==> config.mk <==
export PLATFORM = sky130hd
export DESIGN_NAME = ole_cell
export DESIGN_NICKNAME = d
export VERILOG_FILES = /design/src/design/ordered_list_engine_defines.svh /design/src/design/ole_pkg.sv /design/src/design/ole_cell.sv
export SDC_FILE = /design/constraint.sdc
export NUM_CORES = 1
export LEC_CHECK = 0
export CORE_ASPECT_RATIO = 1.1
export CORE_MARGIN = 4
export CORE_UTILIZATION = 40
export CTS_CLUSTER_DIAMETER = 50
export DETAILED_ROUTE_END_ITERATION = 12
export DONT_BUFFER_PORTS = 1
export PLACE_DENSITY = 0.61
export SYNTH_ARGS = -nofsm -noshare
export SYNTH_HDL_FRONTEND = slang
export SYNTH_SLANG_ARGS = --single-unit
==> constraint.sdc <==
create_clock -name clk_i -period 5.4 [get_ports clk_i]
set_input_delay 0.54 -clock clk_i [delete_from_list [all_inputs] [get_ports clk_i]]
set_output_delay 0.54 -clock clk_i [all_outputs]
set_load 0.005 [all_outputs]
==> src/design/ordered_list_engine_defines.svh <==
`ifndef ORDERED_LIST_ENGINE_DEFINES_SVH
`define ORDERED_LIST_ENGINE_DEFINES_SVH

// Same-cycle implication, sampled on clk_i, off during reset.
`define OLE_ASSERT_NOW(label, ante, cons, msg) \
  label: assert property (@(posedge clk_i) disable iff (!rst_ni) (ante) |-> (cons)) \
    else $error(msg);

// Next-cycle implication, sampled on clk_i, off during reset.
`define OLE_ASSERT_NEXT(label, ante, cons, msg) \
  label: assert property (@(posedge clk_i) disable iff (!rst_ni) (ante) |=> (cons)) \
    else $error(msg);

`endif

==> src/design/ole_pkg.sv <==
package ole_pkg;

  localparam int unsigned CAPACITY_DEFAULT   = 64;
  localparam int unsigned VALUE_BITS_DEFAULT = 32;

  typedef enum logic [2:0] {
    MODE_APPEND    = 3'd0,
    MODE_INSERT    = 3'd1,
    MODE_GET       = 3'd2,
    MODE_DEL_POS   = 3'd3,
    MODE_DEL_VALUE = 3'd4,
    MODE_CLEAR     = 3'd5
  } mode_e;

  typedef enum logic [1:0] {
    STATUS_DONE      = 2'd0,
    STATUS_FULL      = 2'd1,
    STATUS_RANGE     = 2'd2,
    STATUS_NOT_FOUND = 2'd3
  } status_e;

  typedef enum logic {
    ST_IDLE = 1'b0,
    ST_BUSY = 1'b1
  } state_e;

  // Broadcast from the controller to every cell.
  typedef struct packed {
    logic by_value;   // hit on value match instead of position match
    logic do_insert;  // open a gap at pos and store the request value
    logic do_delete;  // close the gap at the first hit
  } cell_ctl_t;

endpackage

==> src/design/ole_cell.sv <==
module ole_cell #(
  parameter int unsigned CAPACITY   = ole_pkg::CAPACITY_DEFAULT,
  parameter int unsigned VALUE_BITS = ole_pkg::VALUE_BITS_DEFAULT,
  parameter int unsigned INDEX      = 0,
  localparam int unsigned POS_W     = $clog2(CAPACITY + 1)
) (
  input  logic                  clk_i,
  input  ole_pkg::cell_ctl_t    ctl_i,
  input  logic [POS_W-1:0]      pos_i,
  input  logic [POS_W-1:0]      count_i,
  input  logic [VALUE_BITS-1:0] value_i,
  input  logic [VALUE_BITS-1:0] lower_i,
  input  logic [VALUE_BITS-1:0] upper_i,
  input  logic                  wave_flag_i,
  input  logic [VALUE_BITS-1:0] wave_value_i,
  output logic [VALUE_BITS-1:0] entry_o,
  output logic                  wave_flag_o,
  output logic [VALUE_BITS-1:0] wave_value_o
);

  localparam logic [POS_W-1:0] IDX = POS_W'(INDEX);

  logic [VALUE_BITS-1:0] entry_q, entry_d;
  logic                  wflag_q;
  logic [VALUE_BITS-1:0] wval_q;
  logic                  hit;

  always_comb begin
    if (ctl_i.by_value) begin
      hit = (IDX < count_i) && (entry_q == value_i);
    end else begin
      hit = (IDX == pos_i);
    end
  end

  // wave flag: a hit sits in this cell or in one below it
  assign wave_flag_o  = wflag_q | hit;
  assign wave_value_o = wflag_q ? wval_q : entry_q;
  assign entry_o      = entry_q;

  always_comb begin
    entry_d = entry_q;
    if (ctl_i.do_insert) begin
      if (IDX > pos_i) begin
        entry_d = lower_i;
      end else if (IDX == pos_i) begin
        entry_d = value_i;
      end
    end else if (ctl_i.do_delete && wave_flag_o) begin
      entry_d = upper_i;
    end
  end

  always_ff @(posedge clk_i) begin
    entry_q <= entry_d;
    wflag_q <= wave_flag_i;
    wval_q  <= wave_value_i;
  end

endmodule

==> flow_summary.yaml, run 1 <==
final_layout:
  area_growth_pct: 10.3
  fillers: 597
  antenna_cells: 0
  post-route-util_pct: 46.3
  multiInputGateArea_mm2: 0.00117
  instances_no_fill: 285
  drive_gt1_share_pct: 41.4
  ff_latch_area_mm2: 0.00162
  final_nets: 345
  design_area_mm2: 0.00313
timing:
  fin_setup_tns_ns: 0
  slew_headroom_pct: 69.2
  finalSetupViolCount: 0
  final-max-slew-violation-count: 0
  fin_crit_ns: 2.58
  fmax_mhz: 388
  skew_ns: 0.00982
  hold_viol_final: 0
  rsz0062_at_grt: "false"
  worst_pin_slew_ns: 0.462
  post-route-period-util_pct: 47.7
cts:
  cts_hold_buf: 0
  post_cts_buffers: 0
  cts_tree: "built"
  clk-insertion-delay-late_ns: 0.33
  cts_buffers: 9
  cts_root_buf: "clkbuf_8"
  clkTransAtPathRegs_ns: 0.07
  htreeDepth: 3
  clockBufferDepth: 2
  cts_resized: 0
  cts.sinks: 65
routing:
  num_vias: 1619
  postRouteAntennaNets: 0
  wl_um: 6710
  drt-pass1-iter-count: 4
  drc_errors: 0
  viasPerCell: 5.68
  drt_iter0_markers: 81
  wire_per_inst_um: 23.5
synth:
  postSynthCellCount: 193
  synth_edf_count: 32
  ys_seq_area_share_pct: 57.2
  synth.most_common_cell: "mux2_2"
  yosysWarnings: 0
  synth.distinct_cells: 18
  synth_top_area_share_pct: 33.9
  synth-seq-cells: 65
  syn_nets: 340
  synthTopCellsByArea: "edfxtp_1, mux2_2, dfxtp_1"
  syn_avg_cell_area_um2: 14.7
  synthTopCellsByCount: "mux2_2, dfxtp_1, edfxtp_1, xor2_1, buf_2"
  async_flop_share_pct: 0
  synth_area_mm2: 0.00283
  yosys.area.top_type: "edfxtp_1"
  ys.flop_type: "dfxtp_1"
setup_path:
  crit_chain: "xor2_1 > nor4_2 > nand4_1 > nor4_2 > or3_2"
  slowest_stage: "edfxtp_1"
  critPathArrivalTime_ns: 2.04
  endpoint_kind: "output pin"
  critPathKind: "flip-flop to output pin"
  critical_path_required_ns: 4.86
  max_stage_delay_ns: 0.45
  cp_max_fo: 3
  r2r_slack_ns: 2.92
  rr_worst_depth: 6
  critical_path.startpoint_type: "flip-flop"
  crit_top_cell: "nor4_2"
power:
  peakVddDrop_mv: 0.219
  finalPower_mw: 1.08
  p_leak_nw: 1.09
  p_per_area_mw_per_mm2: 345
floorplan:
  dieArea_mm2: 0.00850
  core_area_mm2: 0.00675
  pin_count: 212
  die_w_um: 88.3
  fp-row-count: 31
  initial_core_util_pct: 42.0
  die_h_um: 96.3
placed_design:
  dp_cells: 269
  dp_hpwl_um: 5080
  portBuffers: 0
  dpl_cell_area_mm2: 0.00291
  place.gp.congestion: 0.735
global_route:
  antenna_found_initial: 0
  grt_pass1_wl_um: 9290
  grt_usage_pct: 14.9
  grt_max_degree: 35
  grt_pass1_vias: 1890
  gr-total-overflow: 0
hold_path:
  hp-class: "primary input to flip-flop"
  min_path_cells: 0
status:
  outcome: "complete, no violations"
job:
  drv_cap: 0
critical path, delay by kind of cell (launching register included):
family | cells | cell delay (ns)
and+or+nand+nor | 4 | 1.07
DFF | 1 | 0.45
xor gates and xnor gates | 1 | 0.19
worst paths after layout:
kind,startpoint,endpoint
setup / recovery,entry_o[12],wave_flag_o
hold / removal,wave_value_i[28],wval_q[28]
setup reg to reg,entry_o[12],entry_o[9]
hold reg to reg,entry_o[30],entry_o[26]
where the power goes:
group          total (mW)  switching, mW  internal [mW]
Sequential          0.555         0.0124          0.543
Combinational      0.0788         0.0336         0.0452
Clock               0.445          0.173          0.272
Total                1.08          0.219          0.860
layout by cell type, fill, tap and decap left out, drive strengths merged:
master / n
clkbuf: 13
mux2: 64
dfxtp: 33
nand4: 2
nor3: 2
edfxtp: 32
nor2: 1
a31o: 1
or3: 1
clkinv: 1
o2bb2ai: 2
xnor2: 4
bufinv: 2
inv: 1
buf: 2
nand3: 1
nand2: 3
nor4: 10
xor2: 28
layout make-up:
cell class / instances / area share, %
clock buffers: 13 / 4.76
clock inverters: 3 / 2.04
inverters: 1 / 0.120
multi-input cells: 119 / 37.5
flip-flops and latches: 65 / 51.9
well taps: 82 / 3.28
repair buffers: 2 / 0.480
cell families (layout without fill, tap and decap cells):
kind of cell | count (synthesis) | after routing | synth area share, %
compound gates | 3 | 3 | 0.927
xor+xnor | 32 | 32 | 9.89
buf+inv | 9 | 19 | 1.46
flops | 65 | 65 | 57.2
mux | 64 | 64 | 25.4
simple gates | 20 | 20 | 5.08
per-layer routing:
layer	global-route usage [%]	part of all wire [%]	up-vias	routed length, um
met5	0	0	-	0
met4	6.68	1.9	0	129
met3	6.34	11	14	714
met2	27.7	54	118	3600
met1	14.0	34	770	2270
li1	-	-	717	-
registers in the layout, indices dropped and copies added, names as in the netlist:
name / cells
wflag_q: 1
wval_q: 32
entry_o: 32
metrics by stage:
step,hold slack [ns],setup slack (ns)
after detailed placement,0.568,2.81
after floorplan,0.568,2.82
final,0.228,2.82
after global routing,0.197,2.65
after global placement,0.568,2.82
after CTS,0.204,2.76
(Power assumes the default switching activity.)
==> inputs of run 2 (changes only) <==
Clock period 5.4 ns to 2.7 ns, I/O delays scaled along.
==> flow_summary.yaml, run 2 (synthesis gave the netlist of run 1 again) <==
cts:
  post_cts_buffers: 0
  cts_root_buf: "clkbuf_8"
  htreeDepth: 3
  cts_tree: "built"
  clk-insertion-delay-late_ns: 0.32
  clkTransAtPathRegs_ns: 0.07
  cts_resized: 0
  clockBufferDepth: 2
  cts_buffers: 9
  cts.sinks: 65
  cts_hold_buf: 33
final_layout:
  mostFrequentLayoutCell: "mux2_2"
  instances_no_fill: 320
  area_growth_pct: 21.8
  antenna_cells: 0
  post-route-util_pct: 51.1
  drive_gt1_share_pct: 36.1
  mostFrequentLayoutCells: "mux2_2, dlygate4sd3_1, dfxtp_1, edfxtp_1, xor2_1"
  final_nets: 380
routing:
  postRouteAntennaNets: 0
  drc_errors: 0
  drt-pass1-iter-count: 4
  drt_iter0_markers: 36
  wl_um: 7010
  wire_per_inst_um: 21.9
  viasPerCell: 5.46
  num_vias: 1748
timing:
  rsz0062_at_grt: "false"
  skew_ns: 0.00694
  fin_setup_tns_ns: 0
  slew_headroom_pct: 77.3
  fmax_mhz: 424
  worst_slack_ns: 0.343
  worst_pin_slew_ns: 0.338
  post-route-period-util_pct: 87.3
  fin_crit_ns: 2.36
  hold_viol_final: 0
  finalSetupViolCount: 0
  final-max-slew-violation-count: 0
setup_path:
  slowest_stage: "edfxtp_1"
  critical_path_required_ns: 2.72
  rr_worst_depth: 6
  max_stage_delay_ns: 0.45
  critPathKind: "flip-flop to flip-flop"
  worstSetupEndpoint: "entry_o[31]"
  crit_chain: "xor2_1 > nor4_2 > nand4_1 > nor4_2 > a31o_1 > buf_4"
  endpoint_kind: "flip-flop"
  cp_num_buf_inv: 1
  cp.depth: 6
  crit_top_cell: "nor4_2"
  critPathArrivalTime_ns: 2.37
  cp_max_fo: 15
  cp_top_family: "simple AND/OR/NAND/NOR gates"
  r2r_slack_ns: 0.34
  cp-startpoint: "entry_o[12]"
  r2r-start: "entry_o[12]"
  critical_path.startpoint_type: "flip-flop"
  r2r-end: "entry_o[31]"
hold_path:
  hold_path.startpoint: "upper_i[4]"
  hp-class: "primary input to flip-flop"
placed_design:
  dp_cells: 271
  place.gp.congestion: 0.742
  dp_hpwl_um: 5150
  pre_cts_slack_ns: 0.304
  portBuffers: 0
global_route:
  gr-total-overflow: 0
  grt_usage_pct: 15.8
  grt_pass1_vias: 2072
  grt_pass1_wl_um: 10000
  antenna_found_initial: 0
  grt_max_degree: 34
power:
  p_per_area_mw_per_mm2: 601
  p_leak_nw: 1.23
  finalPower_mw: 2.08
  peakVddDrop_mv: 0.325
floorplan:
  pin_count: 212
  core_area_mm2: 0.00675
  die_h_um: 96.3
  dieArea_mm2: 0.00850
  die_w_um: 88.3
  fp-row-count: 31
  initial_core_util_pct: 42.0
status:
  outcome: "complete, no violations"
job:
  drv_cap: 0
run 2: how the worst min path moves through the flow:
stage | cells after the start | endpoint
5_1_grt | 1 | entry_o[23]
6_report | 1 | entry_o[4]
3_3_place_gp | 0 | wval_q[19]
2_1_floorplan | 0 | wflag_q
3_5_place_dp | 0 | wval_q[12]
4_1_cts | 1 | entry_o[22]
run 2: worst reg2reg max path, delay by kind of cell (launching register included):
kind,cells,cell delay (ns)
and+or+nand+nor,3,0.90
DFF,1,0.45
buffers and inverters,1,0.26
AOI/OAI and AO/OA,1,0.25
xor gates and xnor gates,1,0.18
run 2: per-stage QoR:
stage | area [um^2] | hold slack, ns
finish | 3450 | 0.161
global route | 3450 | 0.130
CTS | 3450 | 0.140
detailed placement | 2940 | 0.298
global placement | 2940 | 0.298
floorplan | 2830 | 0.298
run 2: layer usage:
layer / GRT usage [%] / routed length, um / up-vias
li1: - / - / 785
met1: 15.4 / 2290 / 826
met2: 29.0 / 3850 / 123
met3: 6.93 / 705 / 14
met4: 6.42 / 161 / 0
met5: 0 / 0 / -
run 2: power by group:
| part | switching, mW | internal [mW] |
|---|---|---|
| registers | 0.0249 | 1.08 |
| logic | 0.0751 | 0.125 |
| clock network | 0.343 | 0.422 |
run 2: layout make-up:
type	count	area (um^2)
Fill cell	583	3300
Sequential cell	65	1620
Timing Repair Buffer	37	373
Clock buffer	12	135
Clock inverter	4	43.8
Tap cell	82	103
Inverter	1	3.75
Multi-Input combinational cell	119	1170
