## src/design/ordered_list_engine_defines.svh

```systemverilog
`ifndef ORDERED_LIST_ENGINE_DEFINES_SVH
`define ORDERED_LIST_ENGINE_DEFINES_SVH

// Same-cycle implication, sampled on clk_i, off during reset.
`define OLE_ASSERT_NOW(label, ante, cons, msg) \
  label: assert property (@(posedge clk_i) disable iff (!rst_ni) (ante) |-> (cons)) \
    else $error(msg);

// Next-cycle implication, sampled on clk_i, off during reset.
`define OLE_ASSERT_NEXT(label, ante, cons, msg) \
  label: assert property (@(posedge clk_i) disable iff (!rst_ni) (ante) |=> (cons)) \
    else $error(msg);

`endif

```

## src/design/ole_pkg.sv

```systemverilog
package ole_pkg;

  localparam int unsigned CAPACITY_DEFAULT   = 64;
  localparam int unsigned VALUE_BITS_DEFAULT = 32;

  typedef enum logic [2:0] {
    MODE_APPEND    = 3'd0,
    MODE_INSERT    = 3'd1,
    MODE_GET       = 3'd2,
    MODE_DEL_POS   = 3'd3,
    MODE_DEL_VALUE = 3'd4,
    MODE_CLEAR     = 3'd5
  } mode_e;

  typedef enum logic [1:0] {
    STATUS_DONE      = 2'd0,
    STATUS_FULL      = 2'd1,
    STATUS_RANGE     = 2'd2,
    STATUS_NOT_FOUND = 2'd3
  } status_e;

  typedef enum logic {
    ST_IDLE = 1'b0,
    ST_BUSY = 1'b1
  } state_e;

  // Broadcast from the controller to every cell.
  typedef struct packed {
    logic by_value;   // hit on value match instead of position match
    logic do_insert;  // open a gap at pos and store the request value
    logic do_delete;  // close the gap at the first hit
  } cell_ctl_t;

endpackage

```

## src/design/ole_ctrl.sv

```systemverilog
`include "ordered_list_engine_defines.svh"

module ole_ctrl #(
  parameter int unsigned CAPACITY   = ole_pkg::CAPACITY_DEFAULT,
  parameter int unsigned VALUE_BITS = ole_pkg::VALUE_BITS_DEFAULT,
  localparam int unsigned POS_W     = $clog2(CAPACITY + 1)
) (
  input  logic                  clk_i,
  input  logic                  rst_ni,
  input  logic                  in_valid_i,
  output logic                  in_ready_o,
  input  logic [2:0]            mode_i,
  input  logic [VALUE_BITS-1:0] entry_value_i,
  input  logic [POS_W-1:0]      position_i,
  output logic                  out_valid_o,
  input  logic                  out_ready_i,
  output logic                  ok_o,
  output logic [1:0]            status_o,
  output logic [VALUE_BITS-1:0] result_value_o,
  output logic [POS_W-1:0]      item_count_o,
  output ole_pkg::cell_ctl_t    ctl_o,
  output logic [POS_W-1:0]      pos_o,
  output logic [POS_W-1:0]      count_o,
  output logic [VALUE_BITS-1:0] value_o,
  input  logic                  found_i,
  input  logic [VALUE_BITS-1:0] found_value_i
);

  localparam int unsigned       CNT_W      = $clog2(CAPACITY);
  localparam logic [CNT_W-1:0]  SCAN_LAST  = CNT_W'(CAPACITY - 1);
  localparam logic [POS_W-1:0]  FULL_COUNT = POS_W'(CAPACITY);

  ole_pkg::state_e       state_q, state_d;
  logic [2:0]            mode_q;
  logic [VALUE_BITS-1:0] value_q;
  logic [POS_W-1:0]      pos_q;
  logic [POS_W-1:0]      count_q, count_d;
  logic [CNT_W-1:0]      cnt_q, cnt_d;
  logic                  out_valid_q, out_valid_d;
  logic                  ok_q;
  ole_pkg::status_e      status_q;
  logic [VALUE_BITS-1:0] result_q;
  logic [POS_W-1:0]      item_count_q;

  logic                  accept, commit, full, out_free;
  logic                  ins_ok, del_ok, needs_scan, res_ok;
  ole_pkg::status_e      res_status;
  logic [VALUE_BITS-1:0] res_value;
  logic [POS_W-1:0]      count_next, cell_pos;

  assign full     = (count_q == FULL_COUNT);
  assign out_free = !out_valid_q || out_ready_i;

  // Request decode against the held request and the current count.
  always_comb begin
    ins_ok     = 1'b0;
    del_ok     = 1'b0;
    needs_scan = 1'b0;
    res_ok     = 1'b0;
    res_status = ole_pkg::STATUS_DONE;
    res_value  = '0;
    count_next = count_q;
    cell_pos   = pos_q;
    case (mode_q)
      ole_pkg::MODE_APPEND: begin
        cell_pos = count_q;
        if (full) begin
          res_status = ole_pkg::STATUS_FULL;
        end else begin
          ins_ok     = 1'b1;
          res_ok     = 1'b1;
          count_next = POS_W'(count_q + 1'b1);
        end
      end
      ole_pkg::MODE_INSERT: begin
        if (pos_q > count_q) begin
          res_status = ole_pkg::STATUS_RANGE;
        end else if (full) begin
          res_status = ole_pkg::STATUS_FULL;
        end else begin
          ins_ok     = 1'b1;
          res_ok     = 1'b1;
          count_next = POS_W'(count_q + 1'b1);
        end
      end
      ole_pkg::MODE_GET: begin
        if (pos_q >= count_q) begin
          res_status = ole_pkg::STATUS_RANGE;
        end else begin
          needs_scan = 1'b1;
          res_ok     = 1'b1;
          res_value  = found_value_i;
        end
      end
      ole_pkg::MODE_DEL_POS: begin
        if (pos_q >= count_q) begin
          res_status = ole_pkg::STATUS_RANGE;
        end else begin
          needs_scan = 1'b1;
          del_ok     = 1'b1;
          res_ok     = 1'b1;
          res_value  = found_value_i;
          count_next = POS_W'(count_q - 1'b1);
        end
      end
      ole_pkg::MODE_DEL_VALUE: begin
        needs_scan = 1'b1;
        if (found_i) begin
          del_ok     = 1'b1;
          res_ok     = 1'b1;
          res_value  = found_value_i;
          count_next = POS_W'(count_q - 1'b1);
        end else begin
          res_status = ole_pkg::STATUS_NOT_FOUND;
        end
      end
      ole_pkg::MODE_CLEAR: begin
        res_ok     = 1'b1;
        count_next = '0;
      end
      default: ;
    endcase
  end

  // A scan request commits only once the search wave has climbed the chain and cnt_q has reached SCAN_LAST.
  assign commit = (state_q == ole_pkg::ST_BUSY) && out_free &&
                  (!needs_scan || (cnt_q == SCAN_LAST));

  // Next state
  always_comb begin
    state_d = state_q;
    case (state_q)
      ole_pkg::ST_IDLE: begin
        if (in_valid_i) begin
          state_d = ole_pkg::ST_BUSY;
        end
      end
      ole_pkg::ST_BUSY: begin
        if (commit) begin
          state_d = ole_pkg::ST_IDLE;
        end
      end
      default: state_d = ole_pkg::ST_IDLE;
    endcase
  end

  // Outputs
  always_comb begin
    in_ready_o      = (state_q == ole_pkg::ST_IDLE);
    accept          = in_ready_o && in_valid_i;
    ctl_o.by_value  = (mode_q == ole_pkg::MODE_DEL_VALUE);
    ctl_o.do_insert = commit && ins_ok;
    ctl_o.do_delete = commit && del_ok;
    count_d         = commit ? count_next : count_q;
    out_valid_d     = commit || (out_valid_q && !out_ready_i);
    cnt_d           = cnt_q;
    if (accept) begin
      cnt_d = '0;
    end else if ((state_q == ole_pkg::ST_BUSY) && (cnt_q != SCAN_LAST)) begin
      cnt_d = CNT_W'(cnt_q + 1'b1);
    end
  end

  assign pos_o   = cell_pos;
  assign count_o = count_q;
  assign value_o = value_q;

  always_ff @(posedge clk_i or negedge rst_ni) begin
    if (!rst_ni) begin
      state_q     <= ole_pkg::ST_IDLE;
      count_q     <= '0;
      cnt_q       <= '0;
      out_valid_q <= 1'b0;
    end else begin
      state_q     <= state_d;
      count_q     <= count_d;
      cnt_q       <= cnt_d;
      out_valid_q <= out_valid_d;
    end
  end

  always_ff @(posedge clk_i) begin
    if (accept) begin
      mode_q  <= mode_i;
      value_q <= entry_value_i;
      pos_q   <= position_i;
    end
    if (commit) begin
      ok_q         <= res_ok;
      status_q     <= res_status;
      result_q     <= res_value;
      item_count_q <= count_next;
    end
  end

  assign out_valid_o    = out_valid_q;
  assign ok_o           = ok_q;
  assign status_o       = status_q;
  assign result_value_o = result_q;
  assign item_count_o   = item_count_q;

  `OLE_ASSERT_NOW(a_count_bound, 1'b1, count_q <= FULL_COUNT, "entry count above capacity")
  `OLE_ASSERT_NOW(a_ok_means_done, out_valid_q && ok_q, status_q == ole_pkg::STATUS_DONE,
                  "successful result with a failure status")
  `OLE_ASSERT_NEXT(a_count_only_on_commit, !commit, count_q == $past(count_q),
                   "entry count moved without a committed request")
  `OLE_ASSERT_NOW(a_no_insert_and_delete, 1'b1, !(ctl_o.do_insert && ctl_o.do_delete),
                  "cells told to insert and delete at once")

endmodule

```

## config.mk

```make
export PLATFORM = sky130hd
export DESIGN_NAME = ole_ctrl
export DESIGN_NICKNAME = d
export VERILOG_FILES = /design/src/design/ole_pkg.sv /design/src/design/ole_ctrl.sv
export VERILOG_INCLUDE_DIRS = /design/src /design/src/design
export SDC_FILE = /design/constraint.sdc
export NUM_CORES = 1
export LEC_CHECK = 0
export ABC_AREA = 1
export ABC_CLOCK_PERIOD_IN_PS = 3690
export CAP_MARGIN = 20
export CORE_UTILIZATION = 35
export DETAILED_ROUTE_END_ITERATION = 10
export DONT_BUFFER_PORTS = 1
export PLACE_DENSITY = 0.52
export SLEW_MARGIN = 20
export SYNTH_ARGS = -nofsm -noshare
export SYNTH_HDL_FRONTEND = slang
export SYNTH_SLANG_ARGS = --single-unit
```

## constraint.sdc

```tcl
create_clock -name clk_i -period 3.69 [get_ports clk_i]
set_clock_uncertainty 0.15 [all_clocks]
set_input_delay 0 -clock clk_i [delete_from_list [all_inputs] [get_ports clk_i]]
set_output_delay 0 -clock clk_i [all_outputs]
set_load 0.005 [all_outputs]
```

==> flow_summary.json <==
{
  "die_area_mm2": 0.01315,
  "cp.arrival_ns": 2.66,
  "die_height_um": 114.7,
  "vias_per_cell": 4.664,
  "coreArea_mm2": 0.01221,
  "worstSetupEndpointType": "output port",
  "yosys.area.top_type": "edfxtp_1",
  "wl_per_cell_um": 14.98,
  "total_power_mw": 3.964,
  "chipWidth_um": 114.7,
  "routed_wl_um": 10170,
  "yosys-top-cells-count": "nand2_1 (90), edfxtp_1 (84), inv_1 (69)",
  "crit_buf_inv": 2,
  "worst_path_max_delay_cell": "dfrtp_1",
  "clk_latency_ns": 0.34,
  "ys_warn_count": 0,
  "pre_cts_ws_ns": 0.8853,
  "grt_pass1_wl_um": 15800,
  "crit_path_start_kind": "flip-flop",
  "gr-total-overflow": 0,
  "area_growth_pct": 29.18,
  "fin_setup_tns_ns": 0,
  "fin_nets": 596,
  "path_cells": "clkinv_1, ha_1, nand2_2, nor2_4, nand3_4, nand3_2, nor2_2, o21ai_2, nand2_2, nor2_8, inv_4, nor2_1",
  "slew_viol_final": 0,
  "rows": 40,
  "cp.required_ns": 3.54,
  "tightest_slew_ns": 0.7634,
  "leakagePower_nw": 2.429,
  "first_global_vias": 3163,
  "synthDistinctLibCells": 32,
  "setup_ws_ns": 0.8775,
  "rsz0062_at_grt": "false",
  "path_depth": 12,
  "io_buffers": 0,
  "path_common_cell": "nand2_2",
  "mappedNetlistArea_mm2": 0.004442,
  "syn_inst": 421,
  "clkTransAtPathRegs_ns": 0.06,
  "place.gp.congestion": 0.8999,
  "grt_max_degree": 48,
  "yosys_most_used_dff": "edfxtp_1",
  "hold_path_class": "primary input to flip-flop",
  "max_stage_delay_ns": 0.49,
  "drv_cap": 0,
  "fin_area_mm2": 0.005738,
  "numCtsBuffers": 9,
  "ys_seq_area_frac": 0.6524,
  "cts_setup_buffers": 0,
  "ctsRootBufferMaster": "clkbuf_16",
  "fin_crit_ns": 2.812,
  "via_count": 3167,
  "netlist.area_leader.share": 0.5679,
  "ioPinCount": 172,
  "antenna_found_initial": 0,
  "drcViolationCount": 0,
  "synth.area.top_cells": "edfxtp_1 (57%), dfrtp_1 (8.5%), nand2_1 (7.6%)",
  "layout-drive-gt1-share": 0.06458,
  "start_util": 0.3637,
  "cts_tree": "done",
  "cts_resized": 0,
  "hold_depth": 4,
  "slew_headroom": 0.4894,
  "dpl.hpwl_um": 7212,
  "async_flop_share": 0.1515,
  "clock.fmax_mhz": 355.6,
  "synth_edf_count": 84,
  "grt_usage": 0.1611,
  "peakVddDrop_v": 0.0003556,
  "first_iter_violations": 183,
  "clockBufferDepth": 2,
  "r2r_cells": 11,
  "rrSetupSlack_ns": 0.89,
  "crit_type": "flip-flop to output port",
  "worst_path_dominant_cell_family": "simple AND/OR/NAND/NOR gates",
  "status": "finished, final reports clean",
  "h-tree-depth": 3,
  "critPathMaxFanout": 9,
  "synth_most_common_cell": "nand2_1",
  "fin_crit_sh": 0.7622,
  "syn_area_per_cell_um2": 10.55,
  "synth_nets": 511,
  "hold_viol": 0,
  "place_area_mm2": 0.004664,
  "drtPass1Iterations": 4,
  "setup_viol": 0,
  "ys_ff_latch": 99,
  "power.density_mw_per_mm2": 690.9,
  "ant_nets": 0,
  "clock-sinks": 99,
  "diodes": 0
}
where the power goes:
group	leakage (nW)	switching [mW]	internal [mW]
combinational	1.29	0.744	0.386
sequential	0.997	0.262	1.66
clock	0.141	0.393	0.523
state kept, by name, indices dropped and copies added, names as in the netlist:
register / flops
pos_q: 7
mode_q: 3
result_value_o: 32
item_count_o: 7
cnt_q: 6
count_o: 7
state_q: 1
status_o: 2
ok_o: 1
value_o: 32
out_valid_o: 1
worst reg2reg max path, delay by kind of cell, from the launching register on:
kind,cells,cell delay [ns]
AOI/OAI and AO/OA,1,0.11
and+or+nand+nor,7,0.82
DFF,1,0.49
adders and majority gates,1,0.37
buffers and inverters,2,0.53
path summary, 6_finish.rpt:
check	startpoint	to
max	count_o[5]	ctl_o[1]
max in group asynchronous	rst_ni	count_o[4]
max reg2reg	count_o[5]	item_count_o[1]
min	found_i	item_count_o[5]
min in group asynchronous	rst_ni	cnt_q[2]
min reg2reg	cnt_q[4]	cnt_q[4]
cells in the final DEF (no fill, tap or decap), types with 2 or more instances in the layout:
cell type / Yosys / layout
o21ai_0: 13 / 13
nor2_2: 1 / 2
a31oi_1: 2 / 2
a21oi_1: 10 / 10
dlygate4sd3_1: 0 / 78
or2_2: 2 / 2
clkbuf_16: 0 / 9
edfxtp_1: 84 / 84
nand2_1: 90 / 90
clkinv_1: 1 / 3
buf_4: 0 / 2
nand4_1: 3 / 3
nand2_2: 2 / 2
xor2_1: 9 / 9
inv_1: 69 / 69
dfrtp_1: 15 / 15
a211oi_1: 3 / 3
nand3_1: 26 / 26
nor2_1: 55 / 53
o22ai_1: 3 / 3
a21oi_2: 2 / 2
nor2_4: 1 / 2
ha_1: 11 / 11
nor3_1: 3 / 3
logic make-up after synthesis:
family / after synthesis / synth area share
adders and majority gates: 11 / 0.03099
and+or+nand+nor: 187 / 0.1811
xor gates and xnor gates: 10 / 0.01972
AOI/OAI and AO/OA: 36 / 0.04789
DFF: 99 / 0.6524
buffers and inverters: 78 / 0.06789
stage by stage:
step / hold WS (ns) / std cells / utilization
floorplan: -0.4456 / 421 / -
global placement: -0.4450 / 585 / 0.3820
detailed placement: -0.4451 / 585 / 0.3820
finish: 0.005153 / 679 / 0.4699
global route: 0.03580 / 679 / 0.4699
CTS: 0.005731 / 679 / 0.4699
layout make-up:
class / count / area (um2)
Multi-Input combinational cell: 244 / 1252
Tap cell: 168 / 210.2
Clock buffer: 9 / 225.2
Sequential cell: 99 / 2898
Fill cell: 1118 / 6474
Inverter: 71 / 269.0
Timing Repair Buffer: 81 / 815.8
Clock inverter: 7 / 67.56
per-layer routing:
layer / vias to the layer above / part of all wire / GRT usage
met3: 14 / 0.11 / 0.06670
li1: 1553 / - / -
met1: 1437 / 0.42 / 0.1836
met2: 163 / 0.45 / 0.2634
met4: 0 / 0.019 / 0.07446
met5: - / 0 / 0
repair_timing:
action / in CTS / in global routing
hold buffers: 78 / 0
endpoints found under the hold margin: 117 / 0
setup endpoints to repair: 0 / 0
(Power assumes the default switching activity.)
